## src/rtl/b5gl_pkg.sv

```systemverilog
// Constants for the Big5 glyph locator: code mapping and record geometry.
// No dependencies.
`timescale 1ns / 1ps

package b5gl_pkg;

    localparam int unsigned BYTE_W   = 8;
    localparam int unsigned COORD_W  = 16;
    localparam int unsigned INDEX_W  = 14;
    localparam int unsigned OFFSET_W = 21;
    localparam int unsigned CODE_W   = 17;

    // Lead-byte thresholds and bases
    localparam logic [7:0] ASCII_MAX        = 8'd127;
    localparam logic [7:0] LEAD_DIRECT_LIM  = 8'd129;
    localparam logic [7:0] LEAD_SPLIT       = 8'd164;
    localparam logic [8:0] LOW_ROW_BASE     = 9'd161;
    localparam logic [8:0] HIGH_ROW_BASE    = 9'd164;
    localparam logic [7:0] TRAIL_FOLD_LIM   = 8'd161;
    localparam logic [7:0] TRAIL_FOLD_SHIFT = 8'd34;

    localparam logic signed [CODE_W-1:0] ROW_SPAN   = 17'sd157;
    localparam logic signed [CODE_W-1:0] TRAIL_BASE = 17'sd64;
    localparam logic signed [CODE_W-1:0] GAP_START  = 17'sd5809;
    localparam logic signed [CODE_W-1:0] GAP_SIZE   = 17'sd408;

    localparam logic [OFFSET_W-1:0] FULL_RECORD_BYTES = 21'd72;
    localparam logic [OFFSET_W-1:0] HALF_RECORD_BYTES = 21'd48;
    localparam logic [COORD_W-1:0]  FULL_ADVANCE      = 16'd24;
    localparam logic [COORD_W-1:0]  HALF_ADVANCE      = 16'd12;

    localparam logic [INDEX_W-1:0]  HALF_INDEX_LIM    = 14'd128;

endpackage

```

## src/rtl/b5gl_map.sv

```systemverilog
// Big5 lead/trail pair to full-width font record index, with clamp flag.
// Depends on b5gl_pkg.
`timescale 1ns / 1ps

module b5gl_map (
    input  logic [b5gl_pkg::BYTE_W-1:0]  lead,
    input  logic [b5gl_pkg::BYTE_W-1:0]  trail,
    output logic [b5gl_pkg::INDEX_W-1:0] index,
    output logic                         neg
);
    import b5gl_pkg::*;

    logic signed [8:0]        row;
    logic [7:0]               trail_adj;
    logic signed [CODE_W-1:0] prod;
    logic signed [CODE_W-1:0] code;

    always_comb
    begin
        row       = '0;
        trail_adj = trail;
        if (lead < LEAD_SPLIT)
        begin
            row = $signed({1'b0, lead} - LOW_ROW_BASE);
        end
        else
        begin
            row = $signed({1'b0, lead} - HIGH_ROW_BASE);
            if (trail > TRAIL_FOLD_LIM)
            begin
                trail_adj = trail - TRAIL_FOLD_SHIFT;
            end
        end

        prod = CODE_W'(row) * ROW_SPAN;
        code = prod + $signed({9'd0, trail_adj}) - TRAIL_BASE;

        if (lead < LEAD_DIRECT_LIM)
        begin
            code = $signed({9'd0, lead});
        end
        else if (lead >= LEAD_SPLIT && code >= GAP_START)
        begin
            // close the unused block in the upper plane
            code = code - GAP_SIZE;
        end

        neg   = code[CODE_W-1];
        index = neg ? '0 : code[INDEX_W-1:0];
    end

endmodule

```

## src/rtl/big5_text_glyph_locator.sv

```systemverilog
// Top level of the Big5 text glyph locator: cursor state, lead-byte hold,
// two-register result pipeline. Depends on b5gl_pkg and b5gl_map.
//
// Usage:
//   Input channel (in_valid/in_ready) carries one text byte per transfer,
//   with line_start and the start position. line_start reloads the cursor
//   and drops a held lead byte. A zero byte ends the string and gives no
//   result. A byte above 127 with no lead held is held as a lead byte and
//   gives no result; the next nonzero byte completes a full-width glyph.
//   Output channel (out_valid/out_ready) carries one glyph: position, font
//   select, record index and byte offset, and the negative-code flag.
//   Pipeline: mapping and row multiply in the first register stage, record
//   size multiply in the second. Throughput: one byte per cycle while
//   in_ready is high, as the cursor and lead-byte registers update on
//   each accepted byte.
//   Reset clears the cursor to 0, drops any lead byte and empties the
//   pipeline. When the receiver stalls, the output register holds and the
//   first stage keeps taking bytes until it holds one more glyph; then
//   in_ready falls until the output register drains.
`timescale 1ns / 1ps

module big5_text_glyph_locator (
    input  logic                                  clk,
    input  logic                                  rst_n,
    input  logic                                  in_valid,
    output logic                                  in_ready,
    input  logic [b5gl_pkg::BYTE_W-1:0]           text_byte,
    input  logic                                  line_start,
    input  logic signed [b5gl_pkg::COORD_W-1:0]   start_x,
    input  logic signed [b5gl_pkg::COORD_W-1:0]   start_y,
    output logic                                  out_valid,
    input  logic                                  out_ready,
    output logic signed [b5gl_pkg::COORD_W-1:0]   glyph_x,
    output logic signed [b5gl_pkg::COORD_W-1:0]   glyph_y,
    output logic                                  wide_font,
    output logic [b5gl_pkg::INDEX_W-1:0]          record_index,
    output logic [b5gl_pkg::OFFSET_W-1:0]         record_offset,
    output logic                                  index_error
);
    import b5gl_pkg::*;

    // cursor and lead state
    logic                  lead_pending_reg, lead_pending_next;
    logic [BYTE_W-1:0]     lead_byte_reg, lead_byte_next;
    logic [COORD_W-1:0]    cursor_x_reg, cursor_x_next;
    logic [COORD_W-1:0]    cursor_y_reg, cursor_y_next;

    // first stage
    logic                  s1_valid_reg, s1_valid_next;
    logic [COORD_W-1:0]    s1_x_reg, s1_y_reg;
    logic                  s1_wide_reg, s1_err_reg;
    logic [INDEX_W-1:0]    s1_index_reg;

    // output stage
    logic                  out_valid_reg;
    logic [COORD_W-1:0]    out_x_reg, out_y_reg;
    logic                  out_wide_reg, out_err_reg;
    logic [INDEX_W-1:0]    out_index_reg;
    logic [OFFSET_W-1:0]   out_offset_reg, out_offset_next;

    logic                  out_load;
    logic                  s1_load;
    logic                  accept;
    logic                  pending_eff;
    logic [COORD_W-1:0]    cur_x, cur_y;
    logic                  emit;
    logic                  emit_wide;
    logic [INDEX_W-1:0]    emit_index;
    logic                  map_neg;
    logic [INDEX_W-1:0]    map_index;

    b5gl_map u_map (
        .lead  (lead_byte_reg),
        .trail (text_byte),
        .index (map_index),
        .neg   (map_neg)
    );

    assign out_load = !out_valid_reg || out_ready;
    assign s1_load  = !s1_valid_reg || out_load;
    assign in_ready = s1_load;
    assign accept   = in_valid && in_ready;

    always_comb
    begin
        pending_eff = lead_pending_reg && !line_start;
        cur_x       = line_start ? start_x : cursor_x_reg;
        cur_y       = line_start ? start_y : cursor_y_reg;

        lead_pending_next = pending_eff;
        lead_byte_next    = lead_byte_reg;
        cursor_x_next     = cur_x;
        cursor_y_next     = cur_y;
        emit              = 1'b0;
        emit_wide         = 1'b0;
        emit_index        = map_index;

        if (text_byte == '0)
        begin
            // end of string: drop any held lead byte
            lead_pending_next = 1'b0;
        end
        else if (pending_eff)
        begin
            lead_pending_next = 1'b0;
            emit              = 1'b1;
            emit_wide         = 1'b1;
            cursor_x_next     = cur_x + FULL_ADVANCE;
        end
        else if (text_byte > ASCII_MAX)
        begin
            lead_pending_next = 1'b1;
            lead_byte_next    = text_byte;
        end
        else
        begin
            emit          = 1'b1;
            emit_index    = INDEX_W'(text_byte);
            cursor_x_next = cur_x + HALF_ADVANCE;
        end

        s1_valid_next = accept && emit;
    end

    always_comb
    begin
        if (s1_wide_reg)
        begin
            out_offset_next = OFFSET_W'(s1_index_reg) * FULL_RECORD_BYTES;
        end
        else
        begin
            out_offset_next = OFFSET_W'(s1_index_reg) * HALF_RECORD_BYTES;
        end
    end

    always_ff @(posedge clk or negedge rst_n)
    begin
        if (!rst_n)
        begin
            lead_pending_reg <= 1'b0;
            lead_byte_reg    <= '0;
            cursor_x_reg     <= '0;
            cursor_y_reg     <= '0;
        end
        else if (accept)
        begin
            lead_pending_reg <= lead_pending_next;
            lead_byte_reg    <= lead_byte_next;
            cursor_x_reg     <= cursor_x_next;
            cursor_y_reg     <= cursor_y_next;
        end
    end

    always_ff @(posedge clk or negedge rst_n)
    begin
        if (!rst_n)
        begin
            s1_valid_reg  <= 1'b0;
            out_valid_reg <= 1'b0;
        end
        else
        begin
            if (s1_load)
            begin
                s1_valid_reg <= s1_valid_next;
            end
            if (out_load)
            begin
                out_valid_reg <= s1_valid_reg;
            end
        end
    end

    always_ff @(posedge clk)
    begin
        if (s1_load && s1_valid_next)
        begin
            s1_x_reg     <= cur_x;
            s1_y_reg     <= cur_y;
            s1_wide_reg  <= emit_wide;
            s1_err_reg   <= emit_wide && map_neg;
            s1_index_reg <= emit_index;
        end
        if (out_load && s1_valid_reg)
        begin
            out_x_reg      <= s1_x_reg;
            out_y_reg      <= s1_y_reg;
            out_wide_reg   <= s1_wide_reg;
            out_err_reg    <= s1_err_reg;
            out_index_reg  <= s1_index_reg;
            out_offset_reg <= out_offset_next;
        end
    end

    assign out_valid     = out_valid_reg;
    assign glyph_x       = out_x_reg;
    assign glyph_y       = out_y_reg;
    assign wide_font     = out_wide_reg;
    assign record_index  = out_index_reg;
    assign record_offset = out_offset_reg;
    assign index_error   = out_err_reg;

endmodule

```

## config.mk

```make
export PLATFORM = sky130hd
export DESIGN_NAME = big5_text_glyph_locator
export DESIGN_NICKNAME = d
export VERILOG_FILES = /design/src/rtl/b5gl_pkg.sv /design/src/rtl/b5gl_map.sv /design/src/rtl/big5_text_glyph_locator.sv
export SDC_FILE = /design/constraint.sdc
export NUM_CORES = 1
export LEC_CHECK = 0
export ABC_CLOCK_PERIOD_IN_PS = 11700
export BUFFER_PORTS_ARGS = -buffer_cell sky130_fd_sc_hd__clkbuf_2
export CAP_MARGIN = 10
export CORE_ASPECT_RATIO = 0.75
export CORE_UTILIZATION = 50
export DETAILED_ROUTE_END_ITERATION = 10
export MAX_ROUTING_LAYER = met4
export PLACE_DENSITY = 0.81
export REMOVE_ABC_BUFFERS = 1
export SETUP_SLACK_MARGIN = 0.4
export SKIP_CTS_REPAIR_TIMING = 1
export SYNTH_ARGS = -nofsm -noshare
export SYNTH_HDL_FRONTEND = slang
export SYNTH_SLANG_ARGS = --single-unit
```

## constraint.sdc

```tcl
create_clock -name clk -period 11.7 [get_ports clk]
set_clock_uncertainty 0.2 [all_clocks]
set_input_delay 0 -clock clk [delete_from_list [all_inputs] [get_ports clk]]
set_output_delay 0 -clock clk [all_outputs]
set_load 0.05 [all_outputs]
```

## Word-level counts from Yosys, hierarchy flattened

Cells that the tools add are included.

| storage, ports and cells | value |
|---|---|
| bits of input ports | 45 |
| output and inout bits | 71 |
| logic and storage cells | 74 |
| register bits | 160 |

| cells by class | value |
|---|---|
| $add $sub $neg | 8 |
| order comparisons | 6 |
| reductions and logical operators | 14 |
| muxes and demuxes | 23 |
| $mul | 3 |
| bitwise logic cells | 2 |

Operator list:

| operator | count |
|---|---|
| $mux W16 | 5 |
| $mux W14 | 4 |
| $mux W17 | 2 |
| $mux W20 | 1 |
| $mul A14 B4 Y18 const B | 1 |
| $sub A8 B8 Y9 const B | 2 |
| $add A17 B9 Y17 | 1 |
| $ge A17 B14 Y1 const B | 1 |
| $mul A9 B9 Y17 const B | 1 |
| $sub A17 B10 Y17 const B | 1 |
| $sub A17 B8 Y17 const B | 1 |
| $add A16 B4 Y16 const B | 1 |
| $add A16 B5 Y16 const B | 1 |
| $lt A8 B8 Y1 const B | 2 |
| $mul A14 B2 Y16 const B | 1 |
| $mux W8 | 2 |
| $mux W9 | 1 |
| $ge A8 B8 Y1 const B | 1 |
| $gt A8 B7 Y1 const B | 1 |
| $gt A8 B8 Y1 const B | 1 |
| $logic_not A8 Y1 | 1 |
| $mux W1 | 8 |
| $sub A8 B6 Y8 const B | 1 |
| $logic_and A1 B1 Y1 | 7 |
| other kinds (4) | 8 |

## Depth between registers and ports, before layout

Gate-level depths: netlist of the first run.

| logic depth | value |
|---|---|
| depth in word-level cells | 13 |
| mapped depth | 27 |
| mapped depth without buffers | 25 |

## Modules after synthesis

From an unflattened synthesis of the first run, not the netlist that was laid out.

| unflattened totals | value |
|---|---|
| cells, all modules | 961 |
| area total of the unflattened synthesis | 10820.4 µm² |

By module, submodules not included:

| module | seq. area each (µm²) | area each (µm²) | instances | cells each |
|---|---|---|---|---|
| big5_text_glyph_locator | 4499.3 | 7482.2 | 1 | 537 |
| b5gl_map | 0.0 | 3338.2 | 1 | 424 |

## Least setup slack after synthesis of the first run

OpenSTA, ideal clock, no wires.

| path | value |
|---|---|
| path kind | reg-to-reg |
| start point | register lead_byte_reg[2] |
| end point | register s1_index_reg[12] (data pin) |
| required time | 11.245 ns |
| path buffers | 1 |
| cell stages (with the launch flop) | 25 |
| data arrival time | 6.373 ns |
| clock period less this slack | 6.828 ns |
| path slack | 4.872 ns |
| setup time | 0.255 ns |
| path through | dfrtp_1 buf_2 nor3_1 nor2b_1 o21ai_1 nor2b_1 nand2b_1 xor2_1 ha_1 fa_1 inv_1 ha_1 fa_1 inv_1 fa_1 inv_1 ha_1 or4_4 o21ai_4 o21bai_1 o32a_1 xnor2_2 a211o_2 nor3_2 and3b_1 |

| on the way | value |
|---|---|
| word-level cells in the longest chain between the ends | 13 |
| elaborated cells on any way between the ends | 19 |
| classes of those cells | 5 x add/sub; 1 x mul; 4 x order compare; 8 x mux; 1 x reduce/logical |

RTL lines:

| what | line | source |
|---|---|---|
| from (decl) | big5_text_glyph_locator.sv:44 | `logic [BYTE_W-1:0] lead_byte_reg, lead_byte_next;` |
| from (signal assigned) | big5_text_glyph_locator.sv:149 | `lead_byte_reg <= lead_byte_next;` |
| $sub A8 B8 Y9 (tied with other cells) | b5gl_map.sv:28 | `row = $signed({1'b0, lead} - HIGH_ROW_BASE);` |
| $mux W9 | b5gl_map.sv:22 | `if (lead < LEAD_SPLIT)` |
| $mul A9 B9 Y17 | b5gl_map.sv:35 | `prod = CODE_W'(row) * ROW_SPAN;` |
| $add A17 B9 Y17 | b5gl_map.sv:36 | `code = prod + $signed({9'd0, trail_adj}) - TRAIL_BASE;` |
| $sub A17 B8 Y17 | b5gl_map.sv:36 |  |
| $ge A17 B14 Y1 | b5gl_map.sv:42 | `else if (lead >= LEAD_SPLIT && code >= GAP_START)` |
| $logic_and A1 B1 Y1 | b5gl_map.sv:42 |  |
| $mux W17 | b5gl_map.sv:42 |  |
| $mux W17 (*) | b5gl_map.sv:38 | `if (lead < LEAD_DIRECT_LIM)` |
| $mux W14 (*) | b5gl_map.sv:49 | `index = neg ? '0 : code[INDEX_W-1:0];` |
| $mux W14 | big5_text_glyph_locator.sv:110 | `else if (text_byte > ASCII_MAX)` |
| $mux W14 | big5_text_glyph_locator.sv:103 | `else if (pending_eff)` |
| $mux W14 (*) | big5_text_glyph_locator.sv:98 | `if (text_byte == '0)` |
| net emit_index[12] | big5_text_glyph_locator.sv:68 | `logic [INDEX_W-1:0] emit_index;` |
| to (signal assigned) | big5_text_glyph_locator.sv:183 | `s1_index_reg <= emit_index;` |
| to (decl) | big5_text_glyph_locator.sv:52 | `logic [INDEX_W-1:0] s1_index_reg;` |

The timed path passes the listed nets; every way through them passes the cells marked *.
A chain may end at the register's enable or synchronous reset.

## Worst setup path after layout of the first run

| path | value |
|---|---|
| start point | register lead_byte_reg[4] |
| end point | register s1_index_reg[6] (data pin) |

The elaborated chain is that of the path after synthesis.

==> results of run 1 <==
## synthesized netlist by cell type, drive strengths merged (13+ instances only)
cell type	n
mux2i	18
a21oi	43
nor3	26
xor2	28
edfxtp	114
fa	32
clkbuf	16
nor2	48
nand3	13
mux2	51
dfrtp	43
xnor2	41
o21ai	58
inv	80
nand2	84
ha	106
nand2b	13
## stage by stage
step | cells | cell area, sq um
2_1_floorplan | 922 | 10420
5_1_grt | 1398 | 12430
4_1_cts | 1355 | 12010
6_report | 1398 | 12430
3_5_place_dp | 1323 | 11400
3_3_place_gp | 1323 | 11400
## worst max-delay path by stage
stage	startpoint	to	slack (ns)	depth (start not counted)
6_report	lead_byte_reg[4]	s1_index_reg[6]	3.84	23
5_1_grt	lead_byte_reg[4]	s1_index_reg[6]	3.38	25
4_1_cts	lead_byte_reg[4]	s1_index_reg[6]	3.91	23
3_5_place_dp	lead_byte_reg[4]	s1_index_reg[6]	3.94	23
3_3_place_gp	lead_byte_reg[4]	s1_index_reg[6]	4.13	23
2_1_floorplan	lead_byte_reg[4]	s1_index_reg[12]	4.74	23
## cell type report
class,count,area (sq um),share of cell area (%)
Clock buffer,17,425.4,3.421
Clock inverter,15,183.9,1.479
Inverter,80,300.3,2.415
Multi-Input combinational cell,685,5632,45.29
Sequential cell,157,4499,36.18
Tap cell,282,352.8,2.838
Timing Repair Buffer,162,1041,8.372
## critical path, stage by stage, from the launching register on
cell	delay, ns
dfrtp_1	0.48
nor3_1	0.37
nor2b_1	0.08
o21ai_1	0.50
nor2b_1	0.30
nand2b_1	0.15
xor2_1	0.37
ha_1	0.33
fa_1	0.52
inv_1	0.04
ha_1	0.29
fa_1	0.55
inv_1	0.06
fa_1	0.53
inv_1	0.04
ha_1	0.28
or4_4	0.55
o21ai_4	0.18
o21bai_1	0.10
o32a_1	0.36
xnor2_2	0.70
nor2_1	0.32
a31oi_1	0.22
nand2_1	0.07
## kinds of logic (layout without fill, tap and decap cells)
group / Yosys count / after routing / share of synthesized area (%)
muxes: 69 / 69 / 7.150
xor gates and xnor gates: 69 / 69 / 5.798
DFF: 157 / 157 / 42.64
AOI/OAI and AO/OA: 170 / 170 / 10.64
other: 1 / 3 / 0.03554
and+or+nand+nor: 236 / 236 / 10.96
adders and majority gates: 138 / 138 / 18.64
buffers and inverters: 108 / 274 / 4.150
## metal layers
metal  global-route usage, %  up-vias  part of all wire [%]
li1                        -     3676                     -
met1                   31.13     3711                    46
met2                   33.90      286                    46
met3                   5.063       54                   6.6
met4                   6.518        0                   2.2
met5                       -        -                     0
==> impl_metrics.yaml, run 1 <==
detailed_routing:
  initialDrtViolationCount: 652
  ant_nets: 0
  vias: 7727
  drt-total-wl_um: 24420
  drc: 0
  wl_per_cell_um: 17.47
  viasPerCell: 5.527
  dr.pass1.iters: 7
setup_path:
  r2r_slack_ns: 3.84
  r2r_start: "lead_byte_reg[4]"
  worstSetupEndpointType: "flip-flop"
  rr_endpoint: "s1_index_reg[6]"
  critPathKind: "flip-flop to flip-flop"
  crit_fanout: 16
  worstRegToRegCells: 23
  crit_arrival_ns: 7.85
  crit_path_start_kind: "flip-flop"
  required_ns: 11.69
placement:
  routabilityCongestion: 0.9266
  dp_hpwl_um: 17130
  place_ws_ns: 3.938
  io_buffers: 112
synth:
  post-synth-top-area-fraction_pct: 32.44
  syn_inst: 948
  synthTopCellsByArea: "edfxtp_1 32%, ha_1 13%, dfrtp_1 10%"
  ys_ff_latch: 157
  synth_ff_type: "edfxtp_1"
  synth.cell_area_sq_um: 10550
  synth-edff-count: 114
  synth-warning-count: 0
  syn_area_per_cell_sq_um: 11.13
  synth.distinct_cells: 75
  ys_seq_area_share_pct: 42.64
  synth_top_area_cell: "edfxtp_1"
  async_reset_ff_share_pct: 27.39
final_layout:
  layout.nets: 1286
  drive_gt1_share_pct: 20.70
  fin_util_pct: 60.84
  largest_register_ffs: 18
  final_cell_mix: "114 x edfxtp_1, 112 x clkbuf_2, 106 x ha_1"
  antennaDiodeCount: 0
  final_common_cell: "edfxtp_1"
  fillers: 1541
  synthToLayoutAreaGrowth_pct: 17.83
min_path:
  hold_end: "lead_pending_reg"
  holdPathStages: 5
  min_from: "in_valid"
  hp-class: "input pin to flip-flop"
floorplanning:
  fp.dieW_um: 169.8
  coreArea_sq_um: 20440
  die_area_sq_um: 21700
  rows: 45
  die_y_um: 127.8
  initial_core_util_pct: 51.63
  ios: 116
flow_run:
  max_cap_viol_count: 0
timing:
  hold_ws_ns: 0.0003009
  tightest_slew_ns: 0.9638
  grt_setup_unrepaired: "no"
  fin_ws_ns: 3.840
  fmax_mhz: 127.2
  min_period_ns: 7.860
  fin_crit_sh_pct: 67.18
  tns_ns: 0
  hold_violations: 0
  final-setup-viol-count: 0
  relSlewSlack_pct: 35.74
  drv_slew: 0
grt:
  grt_start_max_net_pins: 67
  grt_usage_pct: 22.74
  grt_pass1_vias: 7357
  overflow: 0
  antenna_found_initial: 0
  grt_pass1_wl_um: 37490
clock_tree:
  cts.sinks: 157
  path_clk_slew_ns: 0.07
  tritoncts: "built"
  htreeDepth: 4
  cts_inserted_buffers: 17
  clockBufferDepth: 2
  root_buffer: "clkbuf_16"
  insertion_delay_ns: 0.43
run_status:
  status: "finished clean"
Power of run 1 is not shown: default switching activity piles up to over one toggle a cycle in this logic, so the estimate is an artifact.
==> run 2: changes to the inputs <==
--- a/config.mk
+++ b/config.mk
@@ -5,7 +5,7 @@
 export SDC_FILE = /design/constraint.sdc
 export NUM_CORES = 1
 export LEC_CHECK = 0
-export ABC_CLOCK_PERIOD_IN_PS = 11700
+export ABC_CLOCK_PERIOD_IN_PS = 7400
 export BUFFER_PORTS_ARGS = -buffer_cell sky130_fd_sc_hd__clkbuf_2
 export CAP_MARGIN = 10
 export CORE_ASPECT_RATIO = 0.75
==> constraint.sdc (replaced) <==
create_clock -name clk -period 7.4 [get_ports clk]
set_clock_uncertainty 0.2 [all_clocks]
set_input_delay 0 -clock clk [delete_from_list [all_inputs] [get_ports clk]]
set_output_delay 0 -clock clk [all_outputs]
set_load 0.05 [all_outputs]
==> run 2 against run 1 <==
Compared with the run above:
- the run now ends with negative hold slack left
- hold slack worse by 0.049 ns
- register-to-register slack lost 3.1 ns
- global-route usage shrank 0.38 points
- critical path type unchanged
- highest routed layer unchanged
==> impl_metrics.yaml, run 2 (synthesis results as in run 1) <==
clock_tree:
  clockBufferDepth: 2
  root_buffer: "clkbuf_16"
  path_clk_slew_ns: 0.07
  htreeDepth: 4
  insertion_delay_ns: 0.43
  tritoncts: "built"
  cts_inserted_buffers: 17
  cts.sinks: 157
detailed_routing:
  viasPerCell: 5.482
  wl_per_cell_um: 17.29
  initialDrtViolationCount: 684
  ant_nets: 0
  drt-total-wl_um: 24380
  vias: 7730
  drc: 0
  dr.pass1.iters: 5
final_layout:
  layout.nets: 1298
  synthToLayoutAreaGrowth_pct: 19.67
  multiInputGateArea_sq_um: 5749
  largest_register_ffs: 18
  final_cell_mix: "114 x edfxtp_1, 112 x clkbuf_2, 103 x ha_1"
  fillers: 1535
  regArea_sq_um: 4502
  drive_gt1_share_pct: 23.23
  antennaDiodeCount: 0
  final_common_cell: "edfxtp_1"
placement:
  routabilityCongestion: 0.9499
  io_buffers: 112
  dp_hpwl_um: 16960
  place_ws_ns: 0.3857
timing:
  hold_ws_ns: -0.04893
  min_period_ns: 6.661
  drv_slew: 0
  fmax_mhz: 150.1
  hold_violations: 1
  fin_crit_sh_pct: 90.01
  tns_ns: 0
  grt_setup_unrepaired: "no"
  tightest_slew_ns: 1.107
  final-setup-viol-count: 0
  relSlewSlack_pct: 25.65
  fin_ws_ns: 0.7391
setup_path:
  path_buf_inv: 5
  required_ns: 7.37
  critPathKind: "flip-flop to flip-flop"
  cp_top_family: "adder cells"
  crit_path_start_kind: "flip-flop"
  cpMostUsedCell: "fa_1"
  crit_arrival_ns: 6.63
  cp_slowest_cell: "fa_1"
  worstSetupEndpointType: "flip-flop"
  crit_fanout: 8
  cpPeakStageDelay_ns: 0.53
grt:
  grt_pass1_vias: 6994
  grt_usage_pct: 22.35
  grt_start_max_net_pins: 67
  antenna_found_initial: 0
  grt_pass1_wl_um: 36600
  overflow: 0
floorplanning:
  die_y_um: 127.8
  ios: 116
  fp.dieW_um: 169.8
  coreArea_sq_um: 20440
  die_area_sq_um: 21700
  rows: 45
  initial_core_util_pct: 51.63
flow_run:
  max_cap_viol_count: 0
run_status:
  failed_checks: "negative hold slack"
  status: "finished, violations left"
min_path:
  hp-class: "input pin to flip-flop"
[run 2: worst paths after layout]
check / start / to / slack (ns) / cells after the start
max in group asynchronous: rst_n / lead_byte_reg[2] / 6.51 / 3
max reg2reg: lead_byte_reg[4] / s1_index_reg[8] / 0.74 / 25
min in group asynchronous: rst_n / cursor_y_reg[15] / 0.04 / 3
min reg2reg: s1_x_reg[6] / glyph_x[6] / 0.21 / 0
min: text_byte[7] / s1_valid_reg / -0.05 / 4
max: lead_byte_reg[4] / s1_index_reg[8] / 0.74 / 25
[run 2: tightest hold or removal path, delay by kind of cell]
family,cells,cell delay (ns)
buffers and inverters,2,0.33
AOI/OAI and AO/OA,2,0.21
[run 2: layout make-up]
class / count / share of cell area [%]
Tap cell: 282 / 2.794
Timing Repair Buffer: 173 / 8.907
Multi-Input combinational cell: 686 / 45.53
Inverter: 80 / 2.378
Clock buffer: 17 / 3.369
Sequential cell: 157 / 35.65
Clock inverter: 15 / 1.377
[run 2: routing by layer]
metal  track usage [%]  wire, um  up-vias
met1             32.73     11280     3680
met2             32.33     11060      308
met5                 -         0        -
li1                  -         -     3703
met4             5.246       399        0
met3             3.705      1647       39
[run 2: metrics by stage]
step                utilization (%)  instance area, sq um  hold slack, ns  instances
global placement              56.09                 11460        -0.07225       1332
global route                  61.79                 12630        0.005434       1410
floorplan                         -                 10420         -0.4956        922
detailed placement            56.09                 11460        -0.06980       1332
finish                        61.79                 12630        -0.04893       1410
CTS                           59.03                 12060         -0.5314       1364
Power of run 2 is left out for the same reason.
